$ cat src/sv/rtq_pkg.sv
`timescale 1ns / 1ps
`default_nettype none
// ---------------------------------------------------------------------------
// rtq_pkg: shared types and constants
// Payload structs, case codes and the output clamp for the matrix-to-
// quaternion pipeline.
// ---------------------------------------------------------------------------
package rtq_pkg;

    localparam int DATA_WIDTH    = 16;
    localparam int FRAC_BITS_DEF = 14;

    // which case feeds the output mapping
    localparam logic [1:0] SEL_AX0   = 2'd0;
    localparam logic [1:0] SEL_AX1   = 2'd1;
    localparam logic [1:0] SEL_AX2   = 2'd2;
    localparam logic [1:0] SEL_TRACE = 2'd3;

    typedef struct packed {
        logic signed [DATA_WIDTH-1:0] r0c0;
        logic signed [DATA_WIDTH-1:0] r0c1;
        logic signed [DATA_WIDTH-1:0] r0c2;
        logic signed [DATA_WIDTH-1:0] r1c0;
        logic signed [DATA_WIDTH-1:0] r1c1;
        logic signed [DATA_WIDTH-1:0] r1c2;
        logic signed [DATA_WIDTH-1:0] r2c0;
        logic signed [DATA_WIDTH-1:0] r2c1;
        logic signed [DATA_WIDTH-1:0] r2c2;
    } t_mat;

    typedef struct packed {
        logic signed [DATA_WIDTH-1:0] quat_w;
        logic signed [DATA_WIDTH-1:0] quat_x;
        logic signed [DATA_WIDTH-1:0] quat_y;
        logic signed [DATA_WIDTH-1:0] quat_z;
    } t_quat;

    // clamp a magnitude with sign to the signed output range
    function automatic logic [DATA_WIDTH-1:0] sat_out(input logic [63:0] mag,
                                                      input logic neg);
        logic [63:0] pmax;
        logic [63:0] m;
        begin
            pmax = (64'd1 << (DATA_WIDTH - 1)) - 64'd1;
            if (!neg) begin
                m = (mag > pmax) ? pmax : mag;
                sat_out = m[DATA_WIDTH-1:0];
            end else begin
                m = (mag > pmax + 64'd1) ? pmax + 64'd1 : mag;
                sat_out = DATA_WIDTH'(64'd0 - m);
            end
        end
    endfunction

endpackage
`default_nettype wire

$ cat src/sv/rtq_sqrt_cell.sv
`timescale 1ns / 1ps
`default_nettype none
// ---------------------------------------------------------------------------
// rtq_sqrt_cell: one restoring square-root step
// Brings down two radicand bits, resolves one root bit, passes a side tag.
// ---------------------------------------------------------------------------
module rtq_sqrt_cell
    import rtq_pkg::*;
#(
    parameter int RTW   = 16,
    parameter int TAG_W = 8
) (
    input  wire logic              i_clk,
    input  wire logic              i_rst_n,
    input  wire logic              i_en,
    input  wire logic              i_valid,
    input  wire logic [2*RTW-1:0]  i_rad,
    input  wire logic [RTW+1:0]    i_rem,
    input  wire logic [RTW-1:0]    i_root,
    input  wire logic [TAG_W-1:0]  i_tag,
    output logic                   o_valid,
    output logic [2*RTW-1:0]       o_rad,
    output logic [RTW+1:0]         o_rem,
    output logic [RTW-1:0]         o_root,
    output logic [TAG_W-1:0]       o_tag
);
    logic [RTW+1:0]   rs, tr;
    logic             ge;
    logic             r_valid;
    logic [2*RTW-1:0] r_rad;
    logic [RTW+1:0]   r_rem;
    logic [RTW-1:0]   r_root;
    logic [TAG_W-1:0] r_tag;
    logic [RTW+1:0]   n_rem;
    logic [RTW-1:0]   n_root;

    always_comb begin
        rs     = {i_rem[RTW-1:0], i_rad[2*RTW-1 -: 2]};
        tr     = {i_root, 2'b01};
        ge     = (rs >= tr);
        n_rem  = ge ? rs - tr : rs;
        n_root = {i_root[RTW-2:0], ge};
    end

    always_ff @(posedge i_clk) begin
        if (!i_rst_n) begin
            r_valid <= 1'b0;
        end else if (i_en) begin
            r_valid <= i_valid;
        end
        if (i_en) begin
            r_rad  <= i_rad << 2;
            r_rem  <= n_rem;
            r_root <= n_root;
            r_tag  <= i_tag;
        end
    end

    assign o_valid = r_valid;
    assign o_rad   = r_rad;
    assign o_rem   = r_rem;
    assign o_root  = r_root;
    assign o_tag   = r_tag;
endmodule
`default_nettype wire

$ cat config.mk
export PLATFORM = sky130hd
export DESIGN_NAME = rtq_sqrt_cell
export DESIGN_NICKNAME = d
export VERILOG_FILES = /design/src/sv/rtq_pkg.sv /design/src/sv/rtq_sqrt_cell.sv
export SDC_FILE = /design/constraint.sdc
export NUM_CORES = 1
export LEC_CHECK = 0
export ABC_AREA = 1
export ABC_CLOCK_PERIOD_IN_PS = 1500
export BUFFER_PORTS_ARGS = -buffer_cell sky130_fd_sc_hd__buf_2
export CORE_ASPECT_RATIO = 0.5
export CORE_MARGIN = 4
export CORE_UTILIZATION = 43
export DETAILED_ROUTE_END_ITERATION = 8
export PLACE_DENSITY_LB_ADDON = 0.3
export SYNTH_ARGS = -nofsm -noshare
export SYNTH_HDL_FRONTEND = slang
export SYNTH_SLANG_ARGS = --single-unit
export TNS_END_PERCENT = 5
$ cat constraint.sdc
create_clock -name i_clk -period 1.5 [get_ports i_clk]
set_input_delay 0 -clock i_clk [delete_from_list [all_inputs] [get_ports i_clk]]
set_output_delay 0 -clock i_clk [all_outputs]
set_load 0.02 [all_outputs]
==> results.md <==
* Primary FF master, synth: edfxtp_1
* CP startpoint: i_root[3]
* Num CTS Buffers at 9
* Clk pin slew, worst setup/hold paths at 0.06 ns
* Pin count of the biggest net entering global routing at 31
* DRT Wirelength at ~9.8 mm
* Top cell type's share of synthesized area at 0.610
* Register-to-register setup slack at between 0.2 and 0.25 ns
* Final worst setup slack at 0.120 ns
* Sinks on Clock Net at 73
* Crit path time final at 1.38 ns
* Via count at 3245
* Post-route DRC at 0
* GPL Wtd Cong at 0.901
* Final hold vios at 0
* Die width at about 140 µm
* Cells after DPL at 649
* Final net count at 715
* EDFF count, synth at between 70 and 80
* End point of the critical path: o_rem[13]$_DFFE_PP_
* Clk_skew at 0 ns
* Clk Latency, worst-skew pair at around 0.33 ns
* Area growth from synthesis to layout at 64.5%
* Synthesized area at 3540 µm²
* Drt first pass iters at 4
* RSZ-0062 raised after global routing: no
* Synth cell types at 22
* DRT antenna net count at 0
* Setup Viol. Count Final at 0
* Setup WS pre-CTS at -0.206 ns
* Area contributors post-synth: edfxtp_1 61%, nand2_1 13%, ha_1 6.4%
* Period Utilization, post-route at 0.920
* GR Overflow Total at 0
* Reg2reg path depth at 3
* Number of global-route vias before repair at between 3k and 4k
* TNS Setup at 0 ns
* Maximum vdd drop at roughly 660 µV
* Worst-path fanout max at 12
* Min-Delay Path Class: in2reg
* F_max at 724 MHz
* IO Pins at around 150
* Rows at 23
* Initial antenna violation count at 0
* PortBufs at 148
* Count of non-filler cells in the finished layout at 736
* DR vias/cell at 4.41
* Starting Density at 0.443
* Yosys warnings at 0
* GRT Resource Usage Total at 0.203
* CTS Buffer Depth at 2
* Fraction of layout cells with a size suffix above 1 at 0.346
* CTS HTree Levels at 3
* R2r endpoint: o_valid$_SDFFE_PN0P_
* Final Max Tran Viols at 0
* First-pass GRT wire length at 15.4 mm
* Ant. Diodes at 0
* Post-Synthesis Cells at 353
* Sequential share of the synthesized area at 0.616
* Total of max-cap violations at 0
* Die Y at 72.2 µm
* Leakage at 2.90 nW
* Reg-to-Reg Start: o_valid$_SDFFE_PN0P_
* Core Footprint at between 8000 and 9000 µm²
* Startpoint Class: primary input
* Avg WL per Cell at approximately 13 µm
* Critical Path AT at between 1 and 1.5 ns
* Setup repair bufs after CTS at 0
* Crit end category: flip-flop
* Root Driver: clkbuf_16
* HPWL after detailed placement at 6.56 mm
* Die area at about 10000 µm²
* Syn_area_per_cell at 10.0 µm²
* Status: finished clean
* Clock tree from TritonCTS: yes
* PwrDens at 1140 nW/µm²
* WP data required at 1.59 ns
* CP Class: in2reg
* Post-synth top area cell: edfxtp_1
* Asr flop ratio synth at 0
* Iter 0 DRT Violations at 130
* Synthesized flop and latch total at 73
## Yosys cell counts, types with 2 or more instances
| cell | instances |
|---|---|
| a21oi_1 | 15 |
| buf_4 | 4 |
| edfxtp_1 | 72 |
| ha_1 | 18 |
| inv_1 | 54 |
| inv_2 | 2 |
| nand2_1 | 126 |
| nand2_2 | 2 |
| nand3_1 | 16 |
| nand3b_1 | 3 |
| nand4_1 | 2 |
| nor2_1 | 14 |
| nor3_1 | 2 |
| o21ai_0 | 8 |
| xor2_1 | 8 |
## flip-flops by register name (all words and copies together) (netlist names)
register	flops
o_rad	30
o_valid	1
o_rem	18
o_root	16
o_tag	8
## worst max-delay path, cell delays in order
cell and delay, ns:
buf_2 0.10, inv_1 0.04, ha_1 0.31, nand2_1 0.13, inv_1 0.06, nand2_1 0.08, nand3_2 0.09, nand2_1 0.08
nand2_1 0.07, nand2_1 0.07, nand2_2 0.08, buf_4 0.19, nand3_1 0.10, nand2_1 0.06
## cell families (layout without fill, tap and decap cells)
| group | Yosys count | count (layout) | share of synthesized area |
|---|---|---|---|
| compound gates | 23 | 23 | 0.0325 |
| xor+xnor | 9 | 9 | 0.0223 |
| fa+ha+maj | 18 | 18 | 0.0636 |
| buf+inv | 61 | 331 | 0.0710 |
| flops | 73 | 73 | 0.616 |
| other cells | 1 | 2 | 0.00106 |
| simple gates | 168 | 168 | 0.194 |
## how the worst min path moves through the flow
stage          startpoint                   end  depth (start not counted)
2_1_floorplan        i_en  o_valid$_SDFFE_PN0P_                          1
3_3_place_gp     i_rad[2]    o_rad[4]$_DFFE_PP_                          1
3_5_place_dp     i_rad[8]   o_rad[10]$_DFFE_PP_                          1
4_1_cts         i_rad[30]    o_rem[0]$_DFFE_PP_                          4
5_1_grt         i_rad[30]    o_rem[0]$_DFFE_PP_                          4
6_report        i_rad[30]    o_rem[0]$_DFFE_PP_                          4
## routing by layer
| layer | vias up | GRT usage | share of wire |
|---|---|---|---|
| li1 | 1681 | - | - |
| met2 | 105 | 0.373 | 0.49 |
| met1 | 1447 | 0.236 | 0.43 |
| met4 | 0 | 0.0525 | 0.011 |
| met3 | 12 | 0.0582 | 0.068 |
| met5 | - | 0 | 0 |
## metrics by stage
stage | power (W) | utilization | area (µm²) | hold slack [ns]
floorplan | 0.00328 | - | 3550 | 0.0935
CTS | 0.00665 | 0.724 | 5790 | 0.0502
detailed placement | 0.00384 | 0.589 | 4710 | 0.178
finish | 0.00662 | 0.728 | 5830 | 0.0569
global placement | 0.00382 | 0.589 | 4710 | 0.176
global route | 0.00692 | 0.728 | 5830 | 0.102
## repair_timing
action / 4_1_cts / 5_1_grt
endpoints found under the hold margin: 70 / 0
hold buffers: 71 / 0
endpoints found under the setup margin: 0 / 18
resized for setup: 0 / 9
## cells in the final DEF (no fill, tap or decap), types with 4 or more instances in the layout
master	Yosys	layout
ha_1	18	16
bufinv_16	0	4
edfxtp_1	72	72
xor2_1	8	8
inv_1	54	54
nor2_1	14	14
buf_2	0	147
nand3_1	16	15
dlygate4sd3_1	0	71
o21ai_0	8	8
a21oi_1	15	13
buf_4	4	39
nand2_2	2	4
clkbuf_16	0	9
nand2_1	126	124
## final cells by class
class	count	area [µm²]
timing repair buffer	259	1780
clock buffer	10	229
tap	112	140
fill	593	2170
clock inverter	6	138
multi-input combinational	220	1140
sequential	73	2180
inverter	56	213
## power by group
| part | total (W) | internal (W) | switching [W] |
|---|---|---|---|
| registers | 0.00252 | 0.00247 | 0.0000446 |
| clock network | 0.00264 | 0.00180 | 0.000838 |
| logic | 0.00146 | 0.000631 | 0.000829 |
(Power assumes the default switching activity.)
