<file path="config.mk">
export PLATFORM = sky130hd
export DESIGN_NAME = rtq_prep
export DESIGN_NICKNAME = d
export VERILOG_FILES = /design/src/sv/rtq_pkg.sv /design/src/sv/rtq_prep.sv
export SDC_FILE = /design/constraint.sdc
export NUM_CORES = 1
export LEC_CHECK = 0
export BUFFER_PORTS_ARGS = -buffer_cell sky130_fd_sc_hd__buf_2
export CAP_MARGIN = 20
export CORE_MARGIN = 5
export CORE_UTILIZATION = 25
export DETAILED_ROUTE_END_ITERATION = 10
export GPL_TIMING_DRIVEN = 0
export SLEW_MARGIN = 40
export SYNTH_ARGS = -nofsm -noshare
export SYNTH_HDL_FRONTEND = slang
export SYNTH_SLANG_ARGS = --single-unit
</file>
<file path="constraint.sdc">
create_clock -name i_clk -period 13.8 [get_ports i_clk]
set_input_delay 0.69 -clock i_clk [delete_from_list [all_inputs] [get_ports i_clk]]
set_output_delay 0.69 -clock i_clk [all_outputs]
set_load 0.005 [all_outputs]
</file>
<file path="src/sv/rtq_pkg.sv">
`timescale 1ns / 1ps
`default_nettype none
// ---------------------------------------------------------------------------
// rtq_pkg: shared types and constants
// Payload structs, case codes and the output clamp for the matrix-to-
// quaternion pipeline.
// ---------------------------------------------------------------------------
package rtq_pkg;

    localparam int DATA_WIDTH    = 16;
    localparam int FRAC_BITS_DEF = 14;

    // which case feeds the output mapping
    localparam logic [1:0] SEL_AX0   = 2'd0;
    localparam logic [1:0] SEL_AX1   = 2'd1;
    localparam logic [1:0] SEL_AX2   = 2'd2;
    localparam logic [1:0] SEL_TRACE = 2'd3;

    typedef struct packed {
        logic signed [DATA_WIDTH-1:0] r0c0;
        logic signed [DATA_WIDTH-1:0] r0c1;
        logic signed [DATA_WIDTH-1:0] r0c2;
        logic signed [DATA_WIDTH-1:0] r1c0;
        logic signed [DATA_WIDTH-1:0] r1c1;
        logic signed [DATA_WIDTH-1:0] r1c2;
        logic signed [DATA_WIDTH-1:0] r2c0;
        logic signed [DATA_WIDTH-1:0] r2c1;
        logic signed [DATA_WIDTH-1:0] r2c2;
    } t_mat;

    typedef struct packed {
        logic signed [DATA_WIDTH-1:0] quat_w;
        logic signed [DATA_WIDTH-1:0] quat_x;
        logic signed [DATA_WIDTH-1:0] quat_y;
        logic signed [DATA_WIDTH-1:0] quat_z;
    } t_quat;

    // clamp a magnitude with sign to the signed output range
    function automatic logic [DATA_WIDTH-1:0] sat_out(input logic [63:0] mag,
                                                      input logic neg);
        logic [63:0] pmax;
        logic [63:0] m;
        begin
            pmax = (64'd1 << (DATA_WIDTH - 1)) - 64'd1;
            if (!neg) begin
                m = (mag > pmax) ? pmax : mag;
                sat_out = m[DATA_WIDTH-1:0];
            end else begin
                m = (mag > pmax + 64'd1) ? pmax + 64'd1 : mag;
                sat_out = DATA_WIDTH'(64'd0 - m);
            end
        end
    endfunction

endpackage
`default_nettype wire

</file>
<file path="src/sv/rtq_prep.sv">
`timescale 1ns / 1ps
`default_nettype none
// ---------------------------------------------------------------------------
// rtq_prep: case selection and operand set-up
// Picks the trace or largest-diagonal case, forms the radicand and the three
// numerators, and registers them for the root chain.
// ---------------------------------------------------------------------------
module rtq_prep
    import rtq_pkg::*;
#(
    parameter int FRAC_BITS = FRAC_BITS_DEF,
    parameter int SW        = 2 * ((DATA_WIDTH + 3 + FRAC_BITS) / 2)
) (
    input  wire logic                  i_clk,
    input  wire logic                  i_rst_n,
    input  wire logic                  i_en,
    input  wire logic                  i_valid,
    input  wire t_mat                  i_mat,
    output logic                       o_valid,
    output logic [SW-1:0]              o_rad,
    output logic [3*(DATA_WIDTH+1)-1:0] o_mag,
    output logic [2:0]                 o_neg,
    output logic [1:0]                 o_sel
);
    localparam int DW = DATA_WIDTH;
    localparam int RW = DW + 3;

    logic signed [DW-1:0]   e [3][3];
    logic signed [RW-1:0]   dsum, rad, one;
    logic signed [RW-1:0]   daa, dbb, dcc;
    logic signed [DW:0]     num [3];
    logic [1:0]             sel;
    logic [1:0]             ax;

    logic                   r_valid;
    logic [SW-1:0]          r_rad;
    logic [3*(DW+1)-1:0]    r_mag;
    logic [2:0]             r_neg;
    logic [1:0]             r_sel;
    logic [SW-1:0]          n_rad;
    logic [3*(DW+1)-1:0]    n_mag;
    logic [2:0]             n_neg;

    always_comb begin
        e[0][0] = i_mat.r0c0; e[0][1] = i_mat.r0c1; e[0][2] = i_mat.r0c2;
        e[1][0] = i_mat.r1c0; e[1][1] = i_mat.r1c1; e[1][2] = i_mat.r1c2;
        e[2][0] = i_mat.r2c0; e[2][1] = i_mat.r2c1; e[2][2] = i_mat.r2c2;
        one  = RW'(1) << FRAC_BITS;
        dsum = RW'(e[0][0]) + RW'(e[1][1]) + RW'(e[2][2]);
        ax = SEL_AX0;
        if (e[1][1] > e[0][0]) ax = SEL_AX1;
        if (e[2][2] > e[ax][ax]) ax = SEL_AX2;
        sel = (dsum > 0) ? SEL_TRACE : ax;
        daa = '0; dbb = '0; dcc = '0;
        case (sel)
            SEL_TRACE: begin
                num[0] = (DW+1)'(e[2][1]) - (DW+1)'(e[1][2]);
                num[1] = (DW+1)'(e[0][2]) - (DW+1)'(e[2][0]);
                num[2] = (DW+1)'(e[1][0]) - (DW+1)'(e[0][1]);
            end
            SEL_AX0: begin
                daa = RW'(e[0][0]); dbb = RW'(e[1][1]); dcc = RW'(e[2][2]);
                num[0] = (DW+1)'(e[2][1]) - (DW+1)'(e[1][2]);
                num[1] = (DW+1)'(e[1][0]) + (DW+1)'(e[0][1]);
                num[2] = (DW+1)'(e[2][0]) + (DW+1)'(e[0][2]);
            end
            SEL_AX1: begin
                daa = RW'(e[1][1]); dbb = RW'(e[2][2]); dcc = RW'(e[0][0]);
                num[0] = (DW+1)'(e[0][2]) - (DW+1)'(e[2][0]);
                num[1] = (DW+1)'(e[2][1]) + (DW+1)'(e[1][2]);
                num[2] = (DW+1)'(e[0][1]) + (DW+1)'(e[1][0]);
            end
            default: begin
                daa = RW'(e[2][2]); dbb = RW'(e[0][0]); dcc = RW'(e[1][1]);
                num[0] = (DW+1)'(e[1][0]) - (DW+1)'(e[0][1]);
                num[1] = (DW+1)'(e[0][2]) + (DW+1)'(e[2][0]);
                num[2] = (DW+1)'(e[1][2]) + (DW+1)'(e[2][1]);
            end
        endcase
        rad = (sel == SEL_TRACE) ? dsum + one : daa - (dbb + dcc) + one;
        // non-positive radicand gives a zero root
        n_rad = (rad > 0) ? (SW'(rad[RW-2:0]) << FRAC_BITS) : '0;
        for (int k = 0; k < 3; k++) begin
            n_neg[k] = num[k][DW];
            n_mag[k*(DW+1) +: DW+1] = num[k][DW] ? (DW+1)'(-num[k]) : num[k];
        end
    end

    always_ff @(posedge i_clk) begin
        if (!i_rst_n) begin
            r_valid <= 1'b0;
        end else if (i_en) begin
            r_valid <= i_valid;
        end
        if (i_en) begin
            r_rad <= n_rad;
            r_mag <= n_mag;
            r_neg <= n_neg;
            r_sel <= sel;
        end
    end

    assign o_valid = r_valid;
    assign o_rad   = r_rad;
    assign o_mag   = r_mag;
    assign o_neg   = r_neg;
    assign o_sel   = r_sel;
endmodule
`default_nettype wire

</file>
==> out/summary.txt <==
Routed wire per std cell: 21.1 um
Max Fclk: 0.0753 GHz
Core footprint: 56,300 um^2
FP Rows: 87
Largest delay contributor family on the critical path: buffers and inverters
Final Skew: 0 ns
TritonCTS Buffers: 9
Worst setup EP type: flop
CTS Root Cell: clkbuf_16
Pre-antenna DRT Iters: 5
GPL Wtd Cong: 0.976
Worst setup SP type: primary input
TritonCTS clock tree: done
Area added between synthesis and finish: 17.4%
Power per cell area: 179 nW/um^2
Outcome: finished, final reports clean
Initial DRC count: 1,283
CTS clk-pin slew, worst paths: 0.07 ns
Unrepaired setup endpoints after global routing: false
I/O pins: 237
Period utilization: 96.2%
Post-synth cell types: 110
Ys Warns: 0
Min-Delay Path Class: reg2reg
WHS: 0.520 ns
Mapped cell area: 14,200 um^2
Largest stage delay on the critical path: 0.70 ns
Area of the die: 61,500 um^2
Max-cap viol count: 0
CP max-delay cell: buf_1
Routed Wire Length: 58.1 mm
Yosys top cell by area: ha_1
Die width: 248 um
DP HPWL: 49.4 mm
Synth Instances: 1,747
Ys async rst share: 0%
Die Ht: 248 um
TNS Setup: 0 ns
#FFs+latches synth: 75
# DRC: 0
Worst path required time: 13.86 ns
Layout fillers: 6,086
Final Net Count: 2,364
PortBufs: 222
Hold_buf cts: 0
Setup bufs post-CTS: 0
Post-cts sizing count: 0
Clk buf depth: 2
IR drop worst, VDD: 105 uV
Gr ovfl total: 0
N_diodes: 0
Final antenna-violating net count: 0
Relative slew slack: 37.3%
Final setup violation count: 0
Crit-path max FO: 10
Worst skew pair latency: 0.35 ns
Starting density of the core: 25.2%
Via count: 14,600
Vias in the first global route: 13,900
Crit path buf inv count: 14
Largest net degree at the start of global routing: 58
Post-synth EDFFs: 74
Antenna violations before repair: 8
Avg Inst Size Synth: 8.11 um^2
Predominant post-synthesis flop cell: edfxtp_1
Clk sink count: 75
Minimum clock period: 13.28 ns
Worst Setup Path Type: in2reg
Synth area leaders: ha_1 16%, edfxtp_1 16%, xnor2_1 5.7%
GRT Util Overall: 18.0%
Sequential area share after synthesis: 15.8%
Crit path DAT: 13.34 ns
Synth top area share: 16.0%
Final hold vios: 0
Worst-margin pin slew: 0.934 ns
First-pass GRT wire length: 85.6 mm
Layout cells sized above 1: 16.5%
Drt via density: 5.28
H-tree levels: 3
Slew Limit Fails: 0
P_leak: 7.09 nW
==> cell type report <==
type | instances | area [um^2] | area share [%]
inverters | 140 | 526 | 3.16
well taps | 756 | 946 | 5.69
clock buffers | 9 | 225 | 1.35
flip-flops and latches | 75 | 2240 | 13.5
repair buffers | 224 | 1150 | 6.91
plain buffers | 105 | 532 | 3.20
clock inverters | 7 | 87.6 | 0.526
multi-input cells | 1440 | 10900 | 65.7
==> kinds of logic (layout without fill, tap and decap cells) <==
| family | count (synthesis) | in the layout | synth area share [%] |
|---|---|---|---|
| AND/OR/NAND/NOR | 500 | 500 | 17.7 |
| buffers and inverters | 245 | 485 | 7.46 |
| XOR/XNOR | 135 | 135 | 8.34 |
| other | 1 | 14 | 0.0265 |
| AO/OA/AOI/OAI | 533 | 533 | 26.4 |
| adder cells (fa/ha/maj) | 221 | 221 | 21.6 |
| flip-flops | 75 | 75 | 15.8 |
| multiplexers | 37 | 37 | 2.64 |
==> layout by cell type, fill, tap and decap left out, types with 14 or more instances in the layout <==
cell type,synthesis,routed
a211oi_1,38,38
edfxtp_1,74,74
xnor2_1,92,92
nor2b_1,30,30
nand3_1,37,37
clkbuf_1,54,54
o211ai_1,57,57
o22ai_1,18,18
buf_4,16,16
o21a_1,20,20
nor3_1,35,35
conb_1,1,14
ha_1,181,181
fa_1,40,40
o21ai_0,77,77
buf_1,19,19
mux2i_1,34,34
buf_2,8,230
nand2b_1,21,21
inv_1,140,140
a21oi_1,107,107
nor2_1,135,135
a21o_1,23,23
nand2_1,133,133
o31ai_1,22,22
xor2_1,43,43
a31oi_1,19,19
==> synth_stat cells, types with 6 or more instances <==
library cell / count
ha_1: 181
inv_1: 140
nor2_1: 135
nand2_1: 133
a21oi_1: 107
xnor2_1: 92
o21ai_0: 77
edfxtp_1: 74
o211ai_1: 57
clkbuf_1: 54
xor2_1: 43
fa_1: 40
a211oi_1: 38
nand3_1: 37
nor3_1: 35
mux2i_1: 34
nor2b_1: 30
a21o_1: 23
o31ai_1: 22
nand2b_1: 21
o21a_1: 20
a31oi_1: 19
buf_1: 19
o22ai_1: 18
buf_4: 16
nor4_1: 13
a2111oi_0: 12
or3_1: 12
nand4_1: 11
nor3b_1: 10
o21bai_1: 10
a22oi_1: 8
and3_1: 8
buf_2: 8
o31a_1: 8
or2_2: 8
a221oi_1: 7
and2_1: 7
or4_1: 7
a21boi_0: 6
==> per-stage QoR <==
stage	power, mW	area, um^2	worst slack [ns]	util [%]	std cells
floorplan	1.96	14200	3.84	-	1760
CTS	2.97	16600	0.757	29.6	2755
detailed placement	2.70	16300	0.407	29.0	2739
finish	2.99	16600	0.518	29.6	2756
global route	3.23	16600	0.0764	29.6	2756
global placement	2.67	16300	0.589	28.9	2738
==> routing by layer <==
layer	vias up	GRT usage [%]	wire length, um
met4	12	5.52	1840
met2	565	28.8	25900
met3	98	2.32	4010
met5	-	0	67
met1	7002	25.5	26300
li1	6875	-	-
==> flip-flops by register name (all words and copies together) (netlist names) <==
register and count:
o_valid 1, o_sel 2, o_rad 18, o_neg 3, o_mag 51
==> final timing paths <==
| path | start | to | slack (ns) | cells past startpoint |
|---|---|---|---|---|
| worst max-delay path | i_mat[129] | o_rad[22] | 0.52 | 42 |
| worst min-delay path | o_valid | o_valid | 0.52 | 2 |
| worst max register to register | o_valid | o_valid | 13.22 | 2 |
| worst min register to register | o_valid | o_valid | 0.52 | 2 |
==> worst min-delay path, stage by stage, from the launching register on <==
cell,delay (ns)
dfxtp_1,0.33
mux2i_1,0.06
nor2b_1,0.09
==> where the power goes <==
group / switching [mW] / internal, mW / leakage (nW)
logic: 1.38 / 0.883 / 6.20
registers: 0.0462 / 0.425 / 0.731
clock network: 0.107 / 0.145 / 0.155
total: 1.53 / 1.45 / 7.09
No activity file was read; power rests on OpenSTA's default activity.
