`config.mk`:
```
export PLATFORM = sky130hd
export DESIGN_NAME = rtq_div_cell
export DESIGN_NICKNAME = d
export VERILOG_FILES = /design/src/sv/rtq_pkg.sv /design/src/sv/rtq_div_cell.sv
export SDC_FILE = /design/constraint.sdc
export NUM_CORES = 1
export LEC_CHECK = 0
export BUFFER_PORTS_ARGS = -buffer_cell sky130_fd_sc_hd__buf_2
export CORE_MARGIN = 3
export CORE_UTILIZATION = 40
export DETAILED_ROUTE_END_ITERATION = 8
export GPL_TIMING_DRIVEN = 1
export PLACE_DENSITY = 0.76
export SYNTH_ARGS = -nofsm -noshare
export SYNTH_HDL_FRONTEND = slang
export SYNTH_SLANG_ARGS = --single-unit
```
`constraint.sdc`:
```
create_clock -name i_clk -period 4.15 [get_ports i_clk]
set_clock_uncertainty 0.05 [all_clocks]
set_input_delay 0.83 -clock i_clk [delete_from_list [all_inputs] [get_ports i_clk]]
set_output_delay 0.83 -clock i_clk [all_outputs]
set_load 0.02 [all_outputs]
```
`src/sv/rtq_pkg.sv`:
```
`timescale 1ns / 1ps
`default_nettype none
// ---------------------------------------------------------------------------
// rtq_pkg: shared types and constants
// Payload structs, case codes and the output clamp for the matrix-to-
// quaternion pipeline.
// ---------------------------------------------------------------------------
package rtq_pkg;

    localparam int DATA_WIDTH    = 16;
    localparam int FRAC_BITS_DEF = 14;

    // which case feeds the output mapping
    localparam logic [1:0] SEL_AX0   = 2'd0;
    localparam logic [1:0] SEL_AX1   = 2'd1;
    localparam logic [1:0] SEL_AX2   = 2'd2;
    localparam logic [1:0] SEL_TRACE = 2'd3;

    typedef struct packed {
        logic signed [DATA_WIDTH-1:0] r0c0;
        logic signed [DATA_WIDTH-1:0] r0c1;
        logic signed [DATA_WIDTH-1:0] r0c2;
        logic signed [DATA_WIDTH-1:0] r1c0;
        logic signed [DATA_WIDTH-1:0] r1c1;
        logic signed [DATA_WIDTH-1:0] r1c2;
        logic signed [DATA_WIDTH-1:0] r2c0;
        logic signed [DATA_WIDTH-1:0] r2c1;
        logic signed [DATA_WIDTH-1:0] r2c2;
    } t_mat;

    typedef struct packed {
        logic signed [DATA_WIDTH-1:0] quat_w;
        logic signed [DATA_WIDTH-1:0] quat_x;
        logic signed [DATA_WIDTH-1:0] quat_y;
        logic signed [DATA_WIDTH-1:0] quat_z;
    } t_quat;

    // clamp a magnitude with sign to the signed output range
    function automatic logic [DATA_WIDTH-1:0] sat_out(input logic [63:0] mag,
                                                      input logic neg);
        logic [63:0] pmax;
        logic [63:0] m;
        begin
            pmax = (64'd1 << (DATA_WIDTH - 1)) - 64'd1;
            if (!neg) begin
                m = (mag > pmax) ? pmax : mag;
                sat_out = m[DATA_WIDTH-1:0];
            end else begin
                m = (mag > pmax + 64'd1) ? pmax + 64'd1 : mag;
                sat_out = DATA_WIDTH'(64'd0 - m);
            end
        end
    endfunction

endpackage
`default_nettype wire

```
`src/sv/rtq_div_cell.sv`:
```
`timescale 1ns / 1ps
`default_nettype none
// ---------------------------------------------------------------------------
// rtq_div_cell: one restoring division step on three lanes
// Each lane shifts one dividend bit into its remainder and one quotient bit
// into the freed low end; the divisor and side tag travel alongside.
// ---------------------------------------------------------------------------
module rtq_div_cell
    import rtq_pkg::*;
#(
    parameter int QW    = 31,
    parameter int DVW   = 17,
    parameter int TAG_W = 8
) (
    input  wire logic               i_clk,
    input  wire logic               i_rst_n,
    input  wire logic               i_en,
    input  wire logic               i_valid,
    input  wire logic [DVW-1:0]     i_dv,
    input  wire logic [3*DVW-1:0]   i_rem,
    input  wire logic [3*QW-1:0]    i_dq,
    input  wire logic [TAG_W-1:0]   i_tag,
    output logic                    o_valid,
    output logic [DVW-1:0]          o_dv,
    output logic [3*DVW-1:0]        o_rem,
    output logic [3*QW-1:0]         o_dq,
    output logic [TAG_W-1:0]        o_tag
);
    logic [DVW:0]     rs;
    logic             ge;
    logic             r_valid;
    logic [DVW-1:0]   r_dv;
    logic [3*DVW-1:0] r_rem;
    logic [3*QW-1:0]  r_dq;
    logic [TAG_W-1:0] r_tag;
    logic [3*DVW-1:0] n_rem;
    logic [3*QW-1:0]  n_dq;

    always_comb begin
        n_rem = '0;
        n_dq  = '0;
        for (int k = 0; k < 3; k++) begin
            rs = {i_rem[k*DVW +: DVW], i_dq[k*QW + QW - 1]};
            ge = (rs >= {1'b0, i_dv});
            n_rem[k*DVW +: DVW] = ge ? DVW'(rs - {1'b0, i_dv}) : DVW'(rs);
            n_dq[k*QW +: QW]    = {i_dq[k*QW +: QW-1], ge};
        end
    end

    always_ff @(posedge i_clk) begin
        if (!i_rst_n) begin
            r_valid <= 1'b0;
        end else if (i_en) begin
            r_valid <= i_valid;
        end
        if (i_en) begin
            r_dv  <= i_dv;
            r_rem <= n_rem;
            r_dq  <= n_dq;
            r_tag <= i_tag;
        end
    end

    assign o_valid = r_valid;
    assign o_dv    = r_dv;
    assign o_rem   = r_rem;
    assign o_dq    = r_dq;
    assign o_tag   = r_tag;
endmodule
`default_nettype wire

```
==> results of run 1 <==
## placed cells by master, fill, tap and decap left out, types with 3 or more instances in the layout
cell	count
nand3_1	6
mux2i_1	4
nor3_1	3
fa_1	3
inv_8	6
o21bai_1	9
o31ai_1	3
o21a_1	6
and2_1	4
xnor2_1	20
a211oi_1	9
buf_2	341
clkinv_4	3
nand4_1	8
clkbuf_16	17
o21ai_0	32
buf_4	4
mux2_4	8
o21ai_2	3
nand2_1	39
xor2_1	18
a21o_1	22
nor2_1	18
a21oi_1	34
nor2b_1	7
mux2_2	28
a31oi_1	5
nand2b_1	6
ha_1	51
and3_1	3
edfxtp_1	169
inv_1	34
## state kept, by name, summed over array words and instances (netlist names)
register / flops
o_dq: 93
o_rem: 51
o_dv: 17
o_tag: 8
o_valid: 1
## layout make-up
cell class | count | area share [%]
sequential | 170 | 46.59
multi-input combinational | 378 | 27.46
timing repair buffer | 348 | 16.35
clock buffer | 18 | 3.924
tap | 270 | 3.089
clock inverter | 14 | 1.384
inverter | 34 | 1.167
antenna | 2 | 0.04576
## final timing paths
kind                            cells after the start         to    start  slack (ns)
worst max-delay path                               12  o_rem[50]  i_dv[0]        0.75
worst min-delay path                                2    o_valid  o_valid        0.50
worst max register to register                      2    o_valid  o_valid        3.49
worst min register to register                      2    o_valid  o_valid        0.50
## metal layers
| layer | wire length, um | track usage [%] | vias to the layer above |
|---|---|---|---|
| met1 | 9142 | 24.09 | 2867 |
| met3 | 1992 | 5.875 | 26 |
| met2 | 12190 | 36.54 | 232 |
| met4 | 356 | 4.849 | 6 |
| li1 | - | - | 2985 |
| met5 | 34 | 0 | - |
## kinds of logic after synthesis
family / after synthesis / share of synthesized area [%]
flops: 170 / 61.44
compound gates: 148 / 12.46
simple gates: 98 / 5.582
fa+ha+maj: 54 / 8.419
buf+inv: 45 / 2.354
mux: 40 / 5.733
xor+xnor: 38 / 4.013
## power groups by stage
stage | Clock, mW | Combinational (mW) | Sequential, mW
after global routing | 1.68 | 1.21 | 2.16
final | 1.56 | 1.11 | 2.15
after CTS | 1.60 | 1.12 | 2.15
after detailed placement | 0 | 1.12 | 2.19
after global placement | 0 | 1.10 | 2.19
after floorplan | 0 | 0.461 | 2.42
## metrics by stage
step / util (%) / instances / worst slack, ns / hold WS [ns]
finish: 53.88 / 1234 / 0.7517 / 0.5040
global route: 53.86 / 1233 / 0.5745 / 0.5089
CTS: 53.85 / 1232 / 0.8001 / 0.5055
detailed placement: 50.99 / 1200 / 0.3561 / 0.4950
global placement: 50.99 / 1200 / 0.3970 / 0.4432
floorplan: - / 593 / 0.6616 / 0.5393
## worst register-to-register path, delay by kind of cell, from the launching register on
family | cells | cell delay, ns
simple gates | 1 | 0.07
flops | 1 | 0.31
mux | 1 | 0.13
==> insert_results.sql, run 1 <==
INSERT INTO impl_metrics (metric_group, metric, value, unit) VALUES
('power', 'p_sw', '1.468', 'mW'),
('route', 'routed_wire_length_per_instance', '19.22', 'um'),
('clocking', 'worst_path_clk_slew', '0.07', 'ns'),
('route', 'wirelength', '23710', 'um'),
('power', 'clockPowerShare', '32.3', '%'),
('route', 'routed-via-count', '6116', ''),
('timing', 'timing.setup.tns', '0', 'ns'),
('global_routing', 'grt.total_usage', '20.37', '%'),
('synthesis', 'post_synth.cell_area_avg', '13.98', 'um^2'),
('clocking', 'postCtsResizedCells', '0', ''),
('synthesis', 'post_synth_instance_area', '8293', 'um^2'),
('place', 'gp_congestion', '0.8692', ''),
('route', 'drc', '0', ''),
('synthesis', 'synth_sequential_area_ratio', '61.44', '%'),
('floorplan', 'coreArea', '20300', 'um^2'),
('synthesis', 'unique_cell_type_count_in_the_yosys_netlist', '56', ''),
('floorplan', 'boundaryPins', '343', ''),
('floorplan', 'die_h', '150.0', 'um'),
('run_status', 'outcome', 'finished clean', ''),
('power', 'vdd_drop_max', '0.2597', 'mV'),
('clocking', 'tritoncts.num_buffers', '17', ''),
('setup_path', 'crit_path_max_incr_delay', '0.43', 'ns'),
('setup_path', 'highest_net_fanout_along_the_worst_path', '16', ''),
('clocking', 'post_cts_hold_buffer_count', '0', ''),
('setup_path', 'worst_path_arrival', '3.52', 'ns'),
('flow_run', 'drv_cap', '0', ''),
('floorplan', 'design.die.area', '22500', 'um^2'),
('timing', 'setup-violations-final', '0', ''),
('synthesis', 'synth_flop_cell', 'edfxtp_1', ''),
('worst_hold_path', 'hold_path.class', 'flop to flop', ''),
('synthesis', 'yosys.area.top_type_share', '61.19', '%'),
('floorplan', 'floorplan.initialDensity', '40.85', '%'),
('synthesis', 'synth_edf_count', '169', ''),
('floorplan', 'width_of_the_die', '150.0', 'um'),
('finish', 'final-seq-area', '5095', 'um^2'),
('finish', 'total_number_of_nets_in_the_final_design', '1176', ''),
('setup_path', 'critical_path_required', '4.27', 'ns'),
('clocking', 'cts_num_sinks', '170', ''),
('power', 'seqPwrFrac', '44.6', '%'),
('synthesis', 'synth_top_area_cell', 'edfxtp_1', ''),
('global_routing', 'largest_net_degree_at_the_start_of_global_routing', '77', ''),
('finish', 'design_area', '10940', 'um^2'),
('power', 'power.leakage', '4.848', 'nW'),
('setup_path', 'timing.setup.critical_path_class', 'input pin to flop', ''),
('power', 'power_switching_share', '30.45', '%'),
('clocking', 'worst_case_clock_buffer_depth', '2', ''),
('finish', 'num-fill-cells', '1758', ''),
('clocking', 'tritoncts', 'yes', ''),
('route', 'detail_routed_via_count_per_cell', '4.956', ''),
('global_routing', 'global_route_wire_length_before_repair', '34730', 'um'),
('power', 'power_density', '440.7', 'nW/um^2'),
('finish', 'post_route_cells_drive_above_1_share', '44.49', '%'),
('setup_path', 'critical_path.slowest_cell', 'a221o_1', ''),
('synthesis', 'yosys_warning_total', '0', ''),
('timing', 'finalMaxSlewViolations', '0', ''),
('synthesis', 'synthMostInstantiatedCell', 'edfxtp_1', ''),
('synthesis', 'synth_commonest_cells', 'edfxtp_1 (169), ha_1 (51), nand2_1 (39), a21oi_1 (34), inv_1 (34)', ''),
('clocking', 'clk_latency', '0.41', 'ns'),
('timing', 'tightestPinTransition', '0.7222', 'ns'),
('global_routing', 'grt_pass1_vias', '6107', ''),
('synthesis', 'synth-async-reset-ratio', '0', '%'),
('timing', 'post-route-min-period', '3.398', 'ns'),
('place', 'place.detailed.hpwl', '19120', 'um'),
('setup_path', 'worstPathCellList', 'buf_2, ha_1, inv_1, fa_1, a21oi_1, nor2_1, o21ai_2, nand3_1, a221o_1, a41oi_4, buf_12, mux2_2', ''),
('place', 'instance_area_at_placement', '10350', 'um^2'),
('setup_path', 'critical_path.top_delay_family', 'compound AO/OA/AOI/OAI gates', ''),
('finish', 'syn_to_final_growth', '31.88', '%'),
('timing', 'rsz0062_at_grt', 'no', ''),
('synthesis', 'ys_top_cells_by_area', 'edfxtp_1 (61%), ha_1 (7.7%), mux2_2 (3.8%)', ''),
('synthesis', 'syn_inst', '593', ''),
('route', 'antenna_left', '0', '');
(Power assumes the default switching activity.)
==> inputs of run 2 (changes only) <==
==> constraint.sdc (replaced) <==
create_clock -name i_clk -period 3.4 [get_ports i_clk]
set_clock_uncertainty 0.05 [all_clocks]
set_input_delay 0.68 -clock i_clk [delete_from_list [all_inputs] [get_ports i_clk]]
set_output_delay 0.68 -clock i_clk [all_outputs]
set_load 0.02 [all_outputs]
==> run 2 against run 1 <==
Compared with the run above: flip-flop and latch count unchanged; count of clock-buffer cells in the layout unchanged; final cell count up 4.0%; sequential share of layout area fell by 1.5 points; register-to-register slack worse by 0.73 ns; cell area rose by 3.4%; total power is 24% higher; first-iteration DRC count rose by 7.0%; critical endpoint is now o_rem[20]; largest power group unchanged; highest routed layer unchanged.
==> insert_results.sql, run 2 (synthesized netlist as in run 1, its figures left out) <==
INSERT INTO impl_metrics (metric_group, metric, value, unit) VALUES
('setup_path', 'critPathLaunch', 'i_dv[0]', ''),
('setup_path', 'critical_path.slowest_cell', 'o41ai_4', ''),
('floorplan', 'design.die.area', '22500', 'um^2'),
('route', 'wirelength', '24450', 'um'),
('floorplan', 'coreArea', '20300', 'um^2'),
('floorplan', 'boundaryPins', '343', ''),
('finish', 'layout.cells.most_common_list', 'buf_2 (341), edfxtp_1 (169), ha_1 (51), buf_4 (51), nand2_1 (39)', ''),
('finish', 'final_cell_count_no_fill', '1283', ''),
('clocking', 'cts_post_setup_buffers_inserted', '0', ''),
('timing', 'hold_viol_final', '0', ''),
('timing', 'fin_crit_sh', '93.76', '%'),
('power', 'power.leakage', '5.082', 'nW'),
('floorplan', 'floorplan.initialDensity', '40.85', '%'),
('finish', 'num-fill-cells', '1773', ''),
('finish', 'final-seq-area', '5095', 'um^2'),
('clocking', 'clk_latency', '0.41', 'ns'),
('clocking', 'cts-root-buf', 'clkbuf_16', ''),
('clocking', 'h-tree-depth', '4', ''),
('place', 'number_of_buffers_added_on_ports', '342', ''),
('clocking', 'post_cts_hold_buffer_count', '0', ''),
('run_status', 'outcome', 'finished clean', ''),
('place', 'numPlacedInstances', '1248', ''),
('timing', 'setup-violations-final', '0', ''),
('global_routing', 'global_route_wire_length_before_repair', '35290', 'um'),
('setup_path', 'critical_path.most_common_cell', 'a21oi_1', ''),
('global_routing', 'grt_pass1_vias', '6252', ''),
('floorplan', 'placementRows', '52', ''),
('timing', 'slew-limit-headroom', '16.25', '%'),
('route', 'antenna_left', '0', ''),
('global_routing', 'grt.total_usage', '20.74', '%'),
('setup_path', 'critPathCaptureType', 'flop', ''),
('finish', 'largest_register_ffs', '93', ''),
('route', 'drc', '0', ''),
('route', 'routed-via-count', '6292', ''),
('place', 'place.detailed.hpwl', '19700', 'um'),
('timing', 'tightestPinTransition', '1.252', 'ns'),
('setup_path', 'start_kind', 'input pin', ''),
('global_routing', 'antenna_found_initial', '8', ''),
('timing', 'rsz0062_at_grt', 'no', ''),
('floorplan', 'width_of_the_die', '150.0', 'um'),
('setup_path', 'crit_path_max_incr_delay', '0.99', 'ns'),
('clocking', 'postCtsResizedCells', '0', ''),
('global_routing', 'grt.overflow.total', '0', ''),
('clocking', 'worst_case_clock_buffer_depth', '2', ''),
('timing', 'finalMaxSlewViolations', '0', ''),
('setup_path', 'highest_net_fanout_along_the_worst_path', '18', ''),
('place', 'gp_congestion', '0.8869', ''),
('setup_path', 'timing.setup.critical_path_class', 'input pin to flop', ''),
('worst_hold_path', 'hold_path.class', 'input pin to flop', ''),
('setup_path', 'critical_path_required', '3.52', 'ns'),
('route', 'detail_routed_via_count_per_cell', '4.904', ''),
('setup_path', 'worst_path_arrival', '3.31', 'ns'),
('setup_path', 'worstPathCellList', 'buf_2, ha_1, inv_1, fa_1, a21oi_1, o21ai_1, a21oi_1, o21ai_2, nor2_1, o41ai_4, mux2_2', ''),
('finish', 'syn_to_final_growth', '36.41', '%'),
('finish', 'total_number_of_nets_in_the_final_design', '1224', ''),
('setup_path', 'reg2reg_depth', '2', ''),
('clocking', 'tritoncts', 'yes', ''),
('power', 'power_density', '526.5', 'nW/um^2'),
('power', 'vdd_drop_max', '0.3465', 'mV'),
('floorplan', 'die_h', '150.0', 'um'),
('timing', 'post-route-min-period', '3.188', 'ns'),
('route', 'routed_wire_length_per_instance', '19.06', 'um'),
('setup_path', 'rrSetupSlack', '2.76', 'ns'),
('finish', 'post_route_cells_drive_above_1_share', '47.13', '%'),
('power', 'power', '5.956', 'mW'),
('setup_path', 'worstReg2RegEnd', 'o_valid', ''),
('clocking', 'cts_num_sinks', '170', ''),
('route', 'drt_pre_antenna_iters', '5', ''),
('route', 'drt_first_iter_violations', '274', ''),
('timing', 'timing.setup.tns', '0', 'ns'),
('clocking', 'worst_path_clk_slew', '0.07', 'ns'),
('global_routing', 'largest_net_degree_at_the_start_of_global_routing', '71', ''),
('setup_path', 'regToRegStartpoint', 'o_valid', ''),
('finish', 'layout.cells.most_common', 'buf_2', ''),
('finish', 'multiInputGateArea', '3003', 'um^2'),
('clocking', 'tritoncts.num_buffers', '17', ''),
('setup_path', 'critPathCapture', 'o_rem[20]', ''),
('timing', 'highest_clock_frequency_the_design_can_meet', '0.3137', 'GHz'),
('flow_run', 'drv_cap', '0', '');
## run 2: changes by cell type in the layout (fill, tap and decap cells not counted)
cell	previous run	this run
diode_2	2	3
buf_12	2	3
clkinv_4	3	4
inv_6	2	1
buf_4	4	51
## run 2: final cells by class
class	instances	area share, %
tap	270	2.986
timing repair buffer	396	19.10
sequential	170	45.04
inverter	34	1.128
clock buffer	18	3.794
clock inverter	14	1.338
antenna	3	0.06636
multi-input combinational	378	26.55
## run 2: how the worst min path moves through the flow
stage | from | end | slack [ns] | cells after the start
finish | i_dq[48] | o_dq[49] | 0.38 | 1
floorplan | o_valid | o_valid | 0.54 | 2
detailed placement | o_valid | o_valid | 0.46 | 2
global route | i_dq[27] | o_dq[28] | 0.36 | 1
global placement | o_valid | o_valid | 0.44 | 2
CTS | i_dq[18] | o_dq[19] | 0.36 | 1
## run 2: critical path: cells and delay by family
family	cells	cell delay, ns
buf+inv	2	0.21
compound gates	5	1.48
fa+ha+maj	2	0.41
simple gates	1	0.09
mux	1	0.43
## run 2: power by group
part	internal, mW	total [mW]	switching, mW
registers	2.57	2.62	0.0535
clock network	0.985	1.90	0.919
logic	0.592	1.43	0.837
## run 2: stage by stage
stage               cell area, um^2  hold slack, ns  setup slack (ns)  utilization [%]
finish                        11310          0.3810            0.2121            55.73
CTS                           11300          0.3577            0.1903            55.69
detailed placement            10720          0.4576           -0.2521            52.83
floorplan                      8293          0.5393           0.06161                -
global placement              10720          0.4427           -0.1534            52.83
global route                  11310          0.3550           0.01914            55.71
## run 2: metal layers
layer  global-route usage, %  vias up  part of all wire, %
li1                        -     3077                    -
met1                   23.77     2922                   37
met2                   37.40      241                   51
met3                   6.844       40                  8.9
met4                   5.032       12                  2.0
met5                       0        -                 0.32
==> inputs of run 3 (changes only) <==
--- a/config.mk
+++ b/config.mk
@@ -11,6 +11,8 @@
 export DETAILED_ROUTE_END_ITERATION = 8
 export GPL_TIMING_DRIVEN = 1
 export PLACE_DENSITY = 0.76
+export RECOVER_POWER = 50
+export SETUP_SLACK_MARGIN = 0.4
 export SYNTH_ARGS = -nofsm -noshare
 export SYNTH_HDL_FRONTEND = slang
 export SYNTH_SLANG_ARGS = --single-unit
==> run 3 against run 2 <==
Compared with the run above: sequential power barely moved; global-route usage rose by 0.13 points; non-clock buffer count rose by 2; critical path depth fell by 9; total power rose by 0.91%; routed wire length rose by 1.4%; the run now ends with capacitance limit, slew limit left; critical path type unchanged; count of clock-buffer cells in the layout fell by 1; largest power group unchanged; cell area rose by 1.2%.
==> insert_results.sql, run 3 (synthesized netlist as in run 1, its figures left out) <==
INSERT INTO impl_metrics (metric_group, metric, value, unit) VALUES
('power', 'power_density', '525.2', 'nW/um^2'),
('setup_path', 'start_kind', 'input pin', ''),
('run_status', 'outcome', 'finished with violations', ''),
('setup_path', 'critical_path.top_delay_family', 'buffers and inverters', ''),
('finish', 'total_number_of_nets_in_the_final_design', '1226', ''),
('route', 'antenna_left', '0', ''),
('setup_path', 'timing.critical_path.buf_inv', '2', ''),
('finish', 'post_route_cells_drive_above_1_share', '46.88', '%'),
('route', 'detail_routed_via_count_per_cell', '5.021', ''),
('finish', 'num-fill-cells', '1729', ''),
('floorplan', 'design.die.area', '22500', 'um^2'),
('clocking', 'worst_case_clock_buffer_depth', '2', ''),
('clocking', 'tritoncts', 'yes', ''),
('route', 'routed_wire_length_per_instance', '19.34', 'um'),
('floorplan', 'width_of_the_die', '150.0', 'um'),
('setup_path', 'worstPathCellList', 'clkbuf_2, buf_2', ''),
('route', 'drc', '0', ''),
('global_routing', 'global_route_wire_length_before_repair', '35210', 'um'),
('place', 'place.detailed.hpwl', '19700', 'um'),
('finish', 'largest_register_ffs', '93', ''),
('timing', 'hold_viol_final', '0', ''),
('timing', 'slew-limit-headroom', '-16.92', '%'),
('power', 'power.leakage', '5.099', 'nW'),
('clocking', 'post_cts_hold_buffer_count', '0', ''),
('setup_path', 'highest_net_fanout_along_the_worst_path', '66', ''),
('power', 'seqPwrFrac', '43.7', '%'),
('place', 'gp_congestion', '0.8975', ''),
('timing', 'rsz0062_at_grt', 'yes', ''),
('setup_path', 'critical_path_required', '3.39', 'ns'),
('clocking', 'worst_path_clk_slew', '0.08', 'ns'),
('timing', 'finalMaxSlewViolations', '67', ''),
('timing', 'post-route-min-period', '3.014', 'ns'),
('timing', 'tightestPinTransition', '1.754', 'ns'),
('setup_path', 'critical_path.slowest_cell', 'clkbuf_2', ''),
('route', 'drt_first_iter_violations', '246', ''),
('floorplan', 'boundaryPins', '343', ''),
('place', 'dpl_worst_slack', '-0.1969', 'ns'),
('setup_path', 'timing.setup.critical_path_class', 'input pin to flop', ''),
('clocking', 'cts_num_sinks', '170', ''),
('power', 'pwr-share-comb', '24.5', '%'),
('global_routing', 'antenna_found_initial', '5', ''),
('timing', 'setup-violations-final', '0', ''),
('finish', 'layout.cells.most_common_list', 'buf_2 (328), edfxtp_1 (169), ha_1 (48), buf_4 (43), nand2_1 (39)', ''),
('global_routing', 'grt.overflow.total', '0', ''),
('setup_path', 'crit_path_max_incr_delay', '1.22', 'ns'),
('timing', 'highest_clock_frequency_the_design_can_meet', '0.3317', 'GHz'),
('timing', 'timing.setup.tns', '0', 'ns'),
('finish', 'multiInputGateArea', '3088', 'um^2'),
('floorplan', 'placementRows', '52', ''),
('power', 'p_sw', '1.835', 'mW'),
('route', 'routed-via-count', '6437', ''),
('floorplan', 'floorplan.initialDensity', '40.85', '%'),
('flow_run', 'drv_cap', '1', ''),
('global_routing', 'grt_pass1_vias', '6305', ''),
('finish', 'syn_to_final_growth', '38.01', '%'),
('clocking', 'clk_latency', '0.42', 'ns'),
('clocking', 'cts-root-buf', 'clkbuf_16', ''),
('power', 'vdd_drop_max', '0.2827', 'mV'),
('floorplan', 'coreArea', '20300', 'um^2'),
('power', 'clockPowerShare', '31.8', '%'),
('run_status', 'violated_checks', 'capacitance limit, slew limit', ''),
('finish', 'layout.cells.most_common', 'buf_2', ''),
('global_routing', 'largest_net_degree_at_the_start_of_global_routing', '67', ''),
('clocking', 'h-tree-depth', '4', ''),
('setup_path', 'critPathCaptureType', 'flop', ''),
('timing', 'fin_crit_sh', '88.66', '%'),
('place', 'number_of_buffers_added_on_ports', '342', ''),
('timing', 'finalWorstSetupSlack', '0.3857', 'ns'),
('finish', 'final-seq-area', '5095', 'um^2'),
('route', 'drt_pre_antenna_iters', '4', ''),
('setup_path', 'worst_path_arrival', '3.00', 'ns'),
('worst_hold_path', 'hold_path.class', 'input pin to flop', ''),
('route', 'wirelength', '24790', 'um'),
('global_routing', 'grt.total_usage', '20.87', '%'),
('clocking', 'tritoncts.num_buffers', '17', ''),
('power', 'internal_cell_power', '4.175', 'mW'),
('floorplan', 'die_h', '150.0', 'um'),
('power', 'power_switching_share', '30.54', '%');
[run 3: changes by cell type in the layout (fill, tap and decap cells not counted), moves of 3 or more]
| cell | previous run | this run |
|---|---|---|
| buf_2 | 341 | 328 |
| mux2_2 | 28 | 20 |
| inv_1 | 34 | 31 |
| buf_6 | 1 | 5 |
| ha_1 | 51 | 48 |
| buf_4 | 51 | 43 |
| mux2_4 | 8 | 16 |
| clkbuf_1 | 1 | 15 |
[run 3: area by class of cell]
type	count	share of cell area (%)
multi-input combinational	378	26.98
timing repair buffer	398	19.24
tap	270	2.952
sequential	170	44.52
clock inverter	14	1.323
inverter	34	1.246
antenna	1	0.02187
clock buffer	17	3.717
[run 3: power by group through the flow]
stage	registers [mW]	logic, mW	clock network (mW)
after global placement	2.67	1.41	0
after global routing	2.65	1.59	2.05
after floorplan	2.96	0.571	0
after detailed placement	2.67	1.43	0
final	2.63	1.47	1.91
after CTS	2.63	1.44	1.97
[run 3: path summary, 6_finish.rpt]
kind | from | to | slack, ns | depth (start not counted)
max | i_en | o_dq[71] | 0.39 | 2
min | i_dq[91] | o_dq[92] | 0.38 | 1
max reg2reg | o_valid | o_valid | 2.70 | 2
min reg2reg | o_valid | o_valid | 0.51 | 2
[run 3: layer usage]
layer	up-vias	GRT usage [%]	routed length (um)
met5	-	0	47
met4	8	7.548	815
met3	50	5.724	2083
met2	260	36.52	12460
met1	3041	24.58	9384
li1	3078	-	-
[run 3: repair_timing]
item / 4_1_cts / 5_1_grt
cloned: 0 / 1
setup endpoints to repair: 17 / 25
pin swaps: 1 / 12
gates resized for setup: 0 / 22
buffers inserted: 2 / 7
[run 3: stage by stage]
| stage | area, um^2 | util (%) | total power [mW] | hold WS [ns] | cells |
|---|---|---|---|---|---|
| floorplan | 8344 | - | 3.531 | 0.5393 | 593 |
| global placement | 10730 | 52.84 | 4.077 | 0.4596 | 1240 |
| detailed placement | 10730 | 52.84 | 4.103 | 0.4994 | 1240 |
| CTS | 11330 | 55.82 | 6.044 | 0.3595 | 1273 |
| global route | 11440 | 56.38 | 6.281 | 0.3580 | 1282 |
| finish | 11440 | 56.38 | 6.010 | 0.3789 | 1282 |
